$ cat config.mk
export PLATFORM = sky130hd
export DESIGN_NAME = four_class_priority_queue
export DESIGN_NICKNAME = d
export VERILOG_FILES = /design/src/hw/rtl/fcpq_pkg.sv /design/src/hw/rtl/fcpq_ram.sv /design/src/hw/rtl/four_class_priority_queue.sv
export SDC_FILE = /design/constraint.sdc
export NUM_CORES = 2
export LEC_CHECK = 0
export BUFFER_PORTS_ARGS = -buffer_cell sky130_fd_sc_hd__buf_2
export CAP_MARGIN = 20
export CORE_AREA = 2 2 315 379
export DETAILED_ROUTE_END_ITERATION = 8
export DIE_AREA = 0 0 317 381
export GPL_ROUTABILITY_DRIVEN = 0
export GPL_TIMING_DRIVEN = 0
export PLACE_DENSITY = 0.81
export SLEW_MARGIN = 10
export SYNTH_ARGS = -nofsm -noshare
export SYNTH_HDL_FRONTEND = slang
export SYNTH_HIERARCHICAL = 1
export SYNTH_SLANG_ARGS = --single-unit
$ cat constraint.sdc
create_clock -name clock -period 5.3 [get_ports clock]
set_clock_uncertainty 0.15 [all_clocks]
set_input_delay 1.06 -clock clock [delete_from_list [all_inputs] [get_ports clock]]
set_output_delay 1.06 -clock clock [all_outputs]
set_load 0.005 [all_outputs]
$ cat src/hw/rtl/fcpq_pkg.sv
package fcpq_pkg;

   // Field widths
   localparam int CLASS_W  = 2;
   localparam int TICKET_W = 10;
   localparam int OCC_W    = 8;
   localparam int STATUS_W = 2;

   // Request codes
   localparam logic REQ_INSERT = 1'b0;
   localparam logic REQ_REMOVE = 1'b1;

   // Response status codes
   localparam logic [STATUS_W-1:0] STATUS_DONE  = 2'd0;
   localparam logic [STATUS_W-1:0] STATUS_FULL  = 2'd1;
   localparam logic [STATUS_W-1:0] STATUS_EMPTY = 2'd2;

   typedef struct packed {
      logic                req_type;
      logic [CLASS_W-1:0]  entry_class;
      logic [TICKET_W-1:0] ticket_number;
   } fcpq_req_type;

   typedef struct packed {
      logic [STATUS_W-1:0] status;
      logic [CLASS_W-1:0]  served_class;
      logic [TICKET_W-1:0] served_ticket;
      logic [OCC_W-1:0]    occupancy;
   } fcpq_rsp_type;

   // One stored queue entry: class above ticket
   typedef struct packed {
      logic [CLASS_W-1:0]  entry_class;
      logic [TICKET_W-1:0] ticket_number;
   } fcpq_entry_type;

   typedef enum logic [2:0] {
      ST_IDLE,
      ST_POP,
      ST_SCAN,
      ST_PLACE,
      ST_OUT
   } fcpq_state_type;

endpackage

$ cat src/hw/rtl/fcpq_ram.sv
module fcpq_ram #(
   parameter int WIDTH = 12,
   parameter int DEPTH = 128
) (
   input  logic                     clock,
   input  logic                     wr_en,
   input  logic [$clog2(DEPTH)-1:0] wr_addr,
   input  logic [WIDTH-1:0]         wr_data,
   input  logic                     rd_en,
   input  logic [$clog2(DEPTH)-1:0] rd_addr,
   output logic [WIDTH-1:0]         rd_data
);

   logic [WIDTH-1:0] mem [DEPTH];
   logic [WIDTH-1:0] rd_data_ff;

   // Single write port, registered read port
   always_ff @(posedge clock) begin
      if (wr_en) begin
         mem[wr_addr] <= wr_data;
      end
      if (rd_en) begin
         rd_data_ff <= mem[rd_addr];
      end
   end

   assign rd_data = rd_data_ff;

endmodule

$ cat src/hw/rtl/four_class_priority_queue.sv
// Sequence: a remove reads the head entry and passes it through ST_POP and ST_OUT to the
//   output register; an insert moves each stored entry of lower class back one slot (one
//   per cycle, set by the single read and write port of the entry memory), then writes the
//   new one. Full, empty or insert into an empty queue go from acceptance straight to ST_OUT.
// Throughput: one transaction at a time; the next request is taken the cycle after the
//   response is loaded into the output register.
// Reset: synchronous, clears head, tail, count and handshake state; memory is not cleared.
module four_class_priority_queue #(
   parameter int QUEUE_DEPTH = 128
) (
   input  logic                       clock,
   input  logic                       reset,
   input  logic                       req_valid,
   output logic                       req_ready,
   input  fcpq_pkg::fcpq_req_type     req_data,
   output logic                       rsp_valid,
   input  logic                       rsp_ready,
   output fcpq_pkg::fcpq_rsp_type     rsp_data
);

   localparam int IW = $clog2(QUEUE_DEPTH);
   localparam int CW = $clog2(QUEUE_DEPTH + 1);
   localparam int EW = $bits(fcpq_pkg::fcpq_entry_type);

   fcpq_pkg::fcpq_state_type state_ff, state_in;
   logic [IW-1:0]            head_ff, head_in;
   logic [IW-1:0]            tail_ff, tail_in;
   logic [CW-1:0]            count_ff, count_in;
   logic [IW-1:0]            slot_ff, slot_in;
   logic [CW-1:0]            left_ff, left_in;
   fcpq_pkg::fcpq_req_type   cur_ff, cur_in;
   fcpq_pkg::fcpq_rsp_type   res_ff, res_in;
   logic                     rsp_valid_ff, rsp_valid_in;
   fcpq_pkg::fcpq_rsp_type   rsp_data_ff, rsp_data_in;

   logic                     ram_wr_en;
   logic [IW-1:0]            ram_wr_addr;
   fcpq_pkg::fcpq_entry_type ram_wr_data;
   logic                     ram_rd_en;
   logic [IW-1:0]            ram_rd_addr;
   fcpq_pkg::fcpq_entry_type ram_rd_data;
   fcpq_pkg::fcpq_entry_type new_word;

   logic                     is_empty;
   logic                     is_full;
   logic                     shift_up;
   logic                     out_free;

   function automatic logic [IW-1:0] ring_next(input logic [IW-1:0] idx);
      return (idx == IW'(QUEUE_DEPTH - 1)) ? '0 : idx + 1'b1;
   endfunction

   function automatic logic [IW-1:0] ring_prev(input logic [IW-1:0] idx);
      return (idx == '0) ? IW'(QUEUE_DEPTH - 1) : idx - 1'b1;
   endfunction

   fcpq_ram #(
      .WIDTH (EW),
      .DEPTH (QUEUE_DEPTH)
   ) u_store (
      .clock   (clock),
      .wr_en   (ram_wr_en),
      .wr_addr (ram_wr_addr),
      .wr_data (ram_wr_data),
      .rd_en   (ram_rd_en),
      .rd_addr (ram_rd_addr),
      .rd_data (ram_rd_data)
   );

   assign is_empty = (count_ff == '0);
   assign is_full  = (count_ff == CW'(QUEUE_DEPTH));
   // Stored entry of lower class moves back behind the new one
   assign shift_up = (ram_rd_data.entry_class < cur_ff.entry_class);
   assign out_free = !rsp_valid_ff || rsp_ready;
   assign new_word = '{entry_class: cur_ff.entry_class, ticket_number: cur_ff.ticket_number};

   assign req_ready = (state_ff == fcpq_pkg::ST_IDLE);
   assign rsp_valid = rsp_valid_ff;
   assign rsp_data  = rsp_data_ff;

   // Next state
   always_comb begin
      state_in = state_ff;
      unique case (state_ff)
         fcpq_pkg::ST_IDLE: begin
            if (req_valid) begin
               if (req_data.req_type == fcpq_pkg::REQ_REMOVE) begin
                  state_in = is_empty ? fcpq_pkg::ST_OUT : fcpq_pkg::ST_POP;
               end else begin
                  state_in = (is_full || is_empty) ? fcpq_pkg::ST_OUT : fcpq_pkg::ST_SCAN;
               end
            end
         end
         fcpq_pkg::ST_POP: begin
            state_in = fcpq_pkg::ST_OUT;
         end
         fcpq_pkg::ST_SCAN: begin
            if (!shift_up) begin
               state_in = fcpq_pkg::ST_OUT;
            end else if (left_ff == CW'(1)) begin
               state_in = fcpq_pkg::ST_PLACE;
            end
         end
         fcpq_pkg::ST_PLACE: begin
            state_in = fcpq_pkg::ST_OUT;
         end
         fcpq_pkg::ST_OUT: begin
            if (out_free) begin
               state_in = fcpq_pkg::ST_IDLE;
            end
         end
         default: state_in = fcpq_pkg::ST_IDLE;
      endcase
   end

   // Datapath, memory access and result
   always_comb begin
      head_in      = head_ff;
      tail_in      = tail_ff;
      count_in     = count_ff;
      slot_in      = slot_ff;
      left_in      = left_ff;
      cur_in       = cur_ff;
      res_in       = res_ff;
      rsp_valid_in = rsp_valid_ff && !rsp_ready;
      rsp_data_in  = rsp_data_ff;
      ram_wr_en    = 1'b0;
      ram_wr_addr  = slot_ff;
      ram_wr_data  = new_word;
      ram_rd_en    = 1'b0;
      ram_rd_addr  = ring_prev(ring_prev(slot_ff));
      unique case (state_ff)
         fcpq_pkg::ST_IDLE: begin
            if (req_valid) begin
               cur_in = req_data;
               res_in = '0;
               if (req_data.req_type == fcpq_pkg::REQ_REMOVE) begin
                  if (is_empty) begin
                     res_in.status = fcpq_pkg::STATUS_EMPTY;
                  end else begin
                     ram_rd_en   = 1'b1;
                     ram_rd_addr = head_ff;
                  end
               end else if (is_full) begin
                  res_in.status = fcpq_pkg::STATUS_FULL;
               end else if (is_empty) begin
                  // Empty queue: write straight to the tail slot
                  ram_wr_en   = 1'b1;
                  ram_wr_addr = tail_ff;
                  ram_wr_data = '{entry_class: req_data.entry_class,
                                  ticket_number: req_data.ticket_number};
                  tail_in     = ring_next(tail_ff);
                  count_in    = count_ff + 1'b1;
               end else begin
                  // Scan from the back, last entry first
                  ram_rd_en   = 1'b1;
                  ram_rd_addr = ring_prev(tail_ff);
                  slot_in     = tail_ff;
                  left_in     = count_ff;
               end
            end
         end
         fcpq_pkg::ST_POP: begin
            res_in.served_class  = ram_rd_data.entry_class;
            res_in.served_ticket = ram_rd_data.ticket_number;
            head_in              = ring_next(head_ff);
            count_in             = count_ff - 1'b1;
         end
         fcpq_pkg::ST_SCAN: begin
            ram_wr_en = 1'b1;
            if (shift_up) begin
               ram_wr_data = ram_rd_data;
               slot_in     = ring_prev(slot_ff);
               left_in     = left_ff - 1'b1;
               ram_rd_en   = (left_ff != CW'(1));
            end else begin
               tail_in  = ring_next(tail_ff);
               count_in = count_ff + 1'b1;
            end
         end
         fcpq_pkg::ST_PLACE: begin
            // New entry goes to the head slot
            ram_wr_en = 1'b1;
            tail_in   = ring_next(tail_ff);
            count_in  = count_ff + 1'b1;
         end
         fcpq_pkg::ST_OUT: begin
            if (out_free) begin
               rsp_valid_in          = 1'b1;
               rsp_data_in           = res_ff;
               rsp_data_in.occupancy = fcpq_pkg::OCC_W'(count_ff);
            end
         end
         default: ;
      endcase
   end

   // Control registers
   always_ff @(posedge clock) begin
      if (reset) begin
         state_ff     <= fcpq_pkg::ST_IDLE;
         head_ff      <= '0;
         tail_ff      <= '0;
         count_ff     <= '0;
         rsp_valid_ff <= 1'b0;
      end else begin
         state_ff     <= state_in;
         head_ff      <= head_in;
         tail_ff      <= tail_in;
         count_ff     <= count_in;
         rsp_valid_ff <= rsp_valid_in;
      end
   end

   // Payload registers
   always_ff @(posedge clock) begin
      slot_ff     <= slot_in;
      left_ff     <= left_in;
      cur_ff      <= cur_in;
      res_ff      <= res_in;
      rsp_data_ff <= rsp_data_in;
   end

endmodule

==> results.json <==
{
  "status": "finished, violations left",
  "violations": "negative setup slack",
  "ios": 41,
  "via_per_inst": 7.00,
  "h-tree-depth": 4,
  "cp-end-kind": "flop",
  "drtAntennaViolNets": 0,
  "drv_slew": 0,
  "synth-main-ff-cell": "edfxtp_1",
  "ys_seq_area_share_pct": 76.3,
  "numClockSinks": 1637,
  "path_cells": "or4_4, nor2b_2, buf_4, and3_1, clkbuf_1, buf_2, a21o_1, clkbuf_1, nor2b_1, nand2_1, clkbuf_1, nor2_1",
  "met3_usage_pct": 7.65,
  "vdd_drop_max_mv": 0.706,
  "holdWs_ns": 0.279,
  "clk_latency_ns": 0.79,
  "cts_buffer_depth": 3,
  "maxCapViolCount": 0,
  "rrSetupSlack_ns": -0.11,
  "use_met1_pct": 34.7,
  "yosysUniqueCellTypes": 66,
  "synth_area_per_cell_um2": 22.5,
  "path_buf_inv": 5,
  "switchingPower_uw": 16900,
  "power_density_nw_per_um2": 646,
  "tightest_slew_ns": 1.22,
  "critical_path_class": "flop to flop",
  "die-area_um2": 121000,
  "area_delta_synth_final_pct": 14.1,
  "hold_path_class": "flop to flop",
  "pwr-share-seq_pct": 36.5,
  "initial_core_util_pct": 54.7,
  "cts_buffers": 148,
  "vias": 33600,
  "first_global_vias": 32900,
  "finalPower_uw": 47200,
  "place_ws_ns": -1.42,
  "cpPeakStageDelay_ns": 0.94,
  "final_layout_size_suffix_gt1_share_pct": 33.2,
  "wl_mm": 179,
  "combPwrFrac_pct": 40.9,
  "cts-root-buf": "clkbuf_16",
  "yosysWarningCount": 6,
  "grt_setup_unrepaired": "yes",
  "io_buffers": 39,
  "yosys_register_bits": 1637,
  "max_freq_ghz": 0.185,
  "min_period_ns": 5.41,
  "synth-edff-count": 1611,
  "reg2reg_to": "u_store/mem[52][1]",
  "cp.required_ns": 5.54,
  "relSlewSlack_pct": 18.1,
  "cts_tree": "done",
  "critPathTopFamily": "simple AND/OR/NAND/NOR gates",
  "nNetsFinal": 3182,
  "syn_nets": 2882,
  "intPower_uw": 30300,
  "cp.depth": 12,
  "critPathLaunch": "count_ff[4]",
  "endpoint": "u_store/mem[52][1]",
  "clkPwrFrac_pct": 22.6,
  "die_h_um": 381,
  "cp_common_cell": "clkbuf_1",
  "drc": 0,
  "grt_use_total_pct": 28.6,
  "top_usage_layer": "met2",
  "finalHoldViolations": 0,
  "avgRoutedWirePerCell_um": 37.2,
  "cp_max_fo": 12,
  "start_kind": "flop",
  "clk_pin_slew_ns": 0.06,
  "coreArea_um2": 117000,
  "critical_path_arrival_ns": 5.65,
  "grt_max_degree": 83,
  "p_leak_uw": 0.0229,
  "worst-r2r-cell-count": 12,
  "use_met2_pct": 46.2,
  "rows": 138,
  "grt_overflow": 0,
  "cp_slowest_cell": "nor2_1",
  "drt-initial-drc-count": 5970,
  "setup_slack_ns": -0.109,
  "dp.cells": 4492,
  "syn_area_um2": 64100,
  "r2r-start": "count_ff[4]",
  "drt_first_pass_iters": 9,
  "setup_tns_ns": -2.96,
  "stdcell_count": 4807,
  "die_w_um": 317,
  "sw_frac_of_total_pct": 35.8,
  "finalSetupViolCount": 44,
  "fin_crit_sh_pct": 102,
  "grt_first_pass_wirelength_mm": 242,
  "hpwlAfterDp_mm": 102,
  "synth_cells": 2847,
  "ys_async_sr_fraction_pct": 0,
  "antenna_found_initial": 13
}
power by group through the flow:
stage          Combinational, uW  Clock (uW)  Sequential, uW
6_report                   19300       10700           17300
5_1_grt                    19400       11100           17300
4_1_cts                    18300       10700           17200
3_5_place_dp               17200           0           17500
3_3_place_gp               16100           0           18100
2_1_floorplan              10100           0           17700
state kept, by name, summed over array words and instances, names as in the netlist, 7 cells and up:
name,flops
head_ff,7
left_ff,8
count_ff,8
rsp_data,22
cur_ff,12
u_store/rd_data,12
u_store/mem,1536
slot_ff,7
tail_ff,7
res_ff,14
how the worst min path moves through the flow:
stage          startpoint            to  slack [ns]  depth (start not counted)
3_5_place_dp   res_ff[12]  rsp_data[12]        0.26                          0
4_1_cts        res_ff[17]  rsp_data[17]        0.28                          0
3_3_place_gp   res_ff[17]  rsp_data[17]        0.26                          0
2_1_floorplan  res_ff[10]  rsp_data[10]        0.25                          0
6_report       res_ff[17]  rsp_data[17]        0.28                          0
5_1_grt        res_ff[18]  rsp_data[18]        0.28                          0
timing repair:
item	4_1_cts	5_1_grt
endpoints found under the setup margin	706	766
pin swaps	0	2
cloned	1	0
setup buffers	2	8
gates resized for setup	251	62
hold buffers	0	0
Yosys cell counts (2+ instances only):
library cell  instances  share of area, %
a211oi_1              2             0.023
a21boi_0              2             0.023
a21o_1                3             0.035
a21oi_1              24              0.19
a222oi_1             11              0.17
a22oi_1               5             0.059
a31oi_1               5             0.049
and2_1                3             0.029
and3_1               16              0.16
buf_1                14             0.082
buf_2                36              0.28
buf_4                11              0.13
buf_6                 3             0.053
clkbuf_1             92              0.54
dfxtp_1              26              0.81
edfxtp_1           1611                75
ha_1                 17              0.33
inv_1                32              0.19
mux2_2               16              0.28
mux2i_1               5             0.078
mux4_2              504                18
nand2_1              54              0.32
nand2b_1              8             0.078
nand3_1              21              0.16
nand4_1               6             0.059
nor2_1              163              0.95
nor2b_1               9             0.088
nor3_1               27              0.21
nor3b_1               3             0.035
nor4_1                6             0.059
nor4b_1               3             0.041
o21a_1                2             0.023
o21ai_0              33              0.26
o21bai_1              3             0.035
o22ai_1               4             0.039
o32ai_1               4             0.055
or2_2                 2             0.020
or3_1                 5             0.049
or4_1                 6             0.070
xnor2_1              17              0.23
xor2_1                8              0.11
routing by layer:
metal	up-vias	part of all wire, %
met5	-	0.059
met2	2977	49
li1	12700	-
met3	653	12
met1	17300	31
met4	16	7.5
final cells by class:
cell class	count	area [um^2]
Antenna cell	7	17.5
Buffer	155	1240
Clock buffer	185	3990
Clock inverter	78	738
Fill cell	7118	44100
Inverter	32	148
Multi-Input combinational cell	1022	14800
Sequential cell	1637	48900
Tap cell	1540	1930
Timing Repair Buffer	151	1420
per-stage QoR:
step	cell area, um^2	util [%]
2_1_floorplan	64100	-
3_3_place_gp	66200	56.5
3_5_place_dp	67200	57.3
4_1_cts	72600	61.9
5_1_grt	73100	62.4
6_report	73100	62.4
cell usage in the layout, fill, tap and decap left out, types with 11 or more instances in the layout:
cell       Yosys  final
clkbuf_8       0     11
buf_8          0     14
clkbuf_4       0     16
ha_1          17     17
edfxtp_1    1611   1611
nor2_1       163    104
clkbuf_1      92     73
buf_2         36     52
nor2_2         0     36
buf_6          3     40
clkbuf_2       0     17
inv_1         32     20
clkbuf_16      0    155
nor3_1        27     16
o21ai_0       33     31
buf_4         11     87
clkinv_1       0     36
and3_1        16     16
a222oi_1      11     11
bufinv_16      0     12
nand2_1       54     54
mux2_2        16     16
dfxtp_1       26     24
nor3_2         1     11
mux4_2       504    504
xnor2_1       17     17
nor2_4         0     23
clkinv_2       0     17
nand3_1       21     21
buf_12         0     11
a21oi_1       24     24
inv_4          0     11
buf_16         0     11
logic make-up after synthesis:
logic type / Yosys count / share of synthesized area (%)
buf+inv: 188 / 1.27
mux: 526 / 18.1
fa+ha+maj: 18 / 0.363
xor+xnor: 25 / 0.342
compound gates: 111 / 1.16
flops: 1637 / 76.3
simple gates: 342 / 2.50
Note: power is estimated with default switching activity, not from simulation.
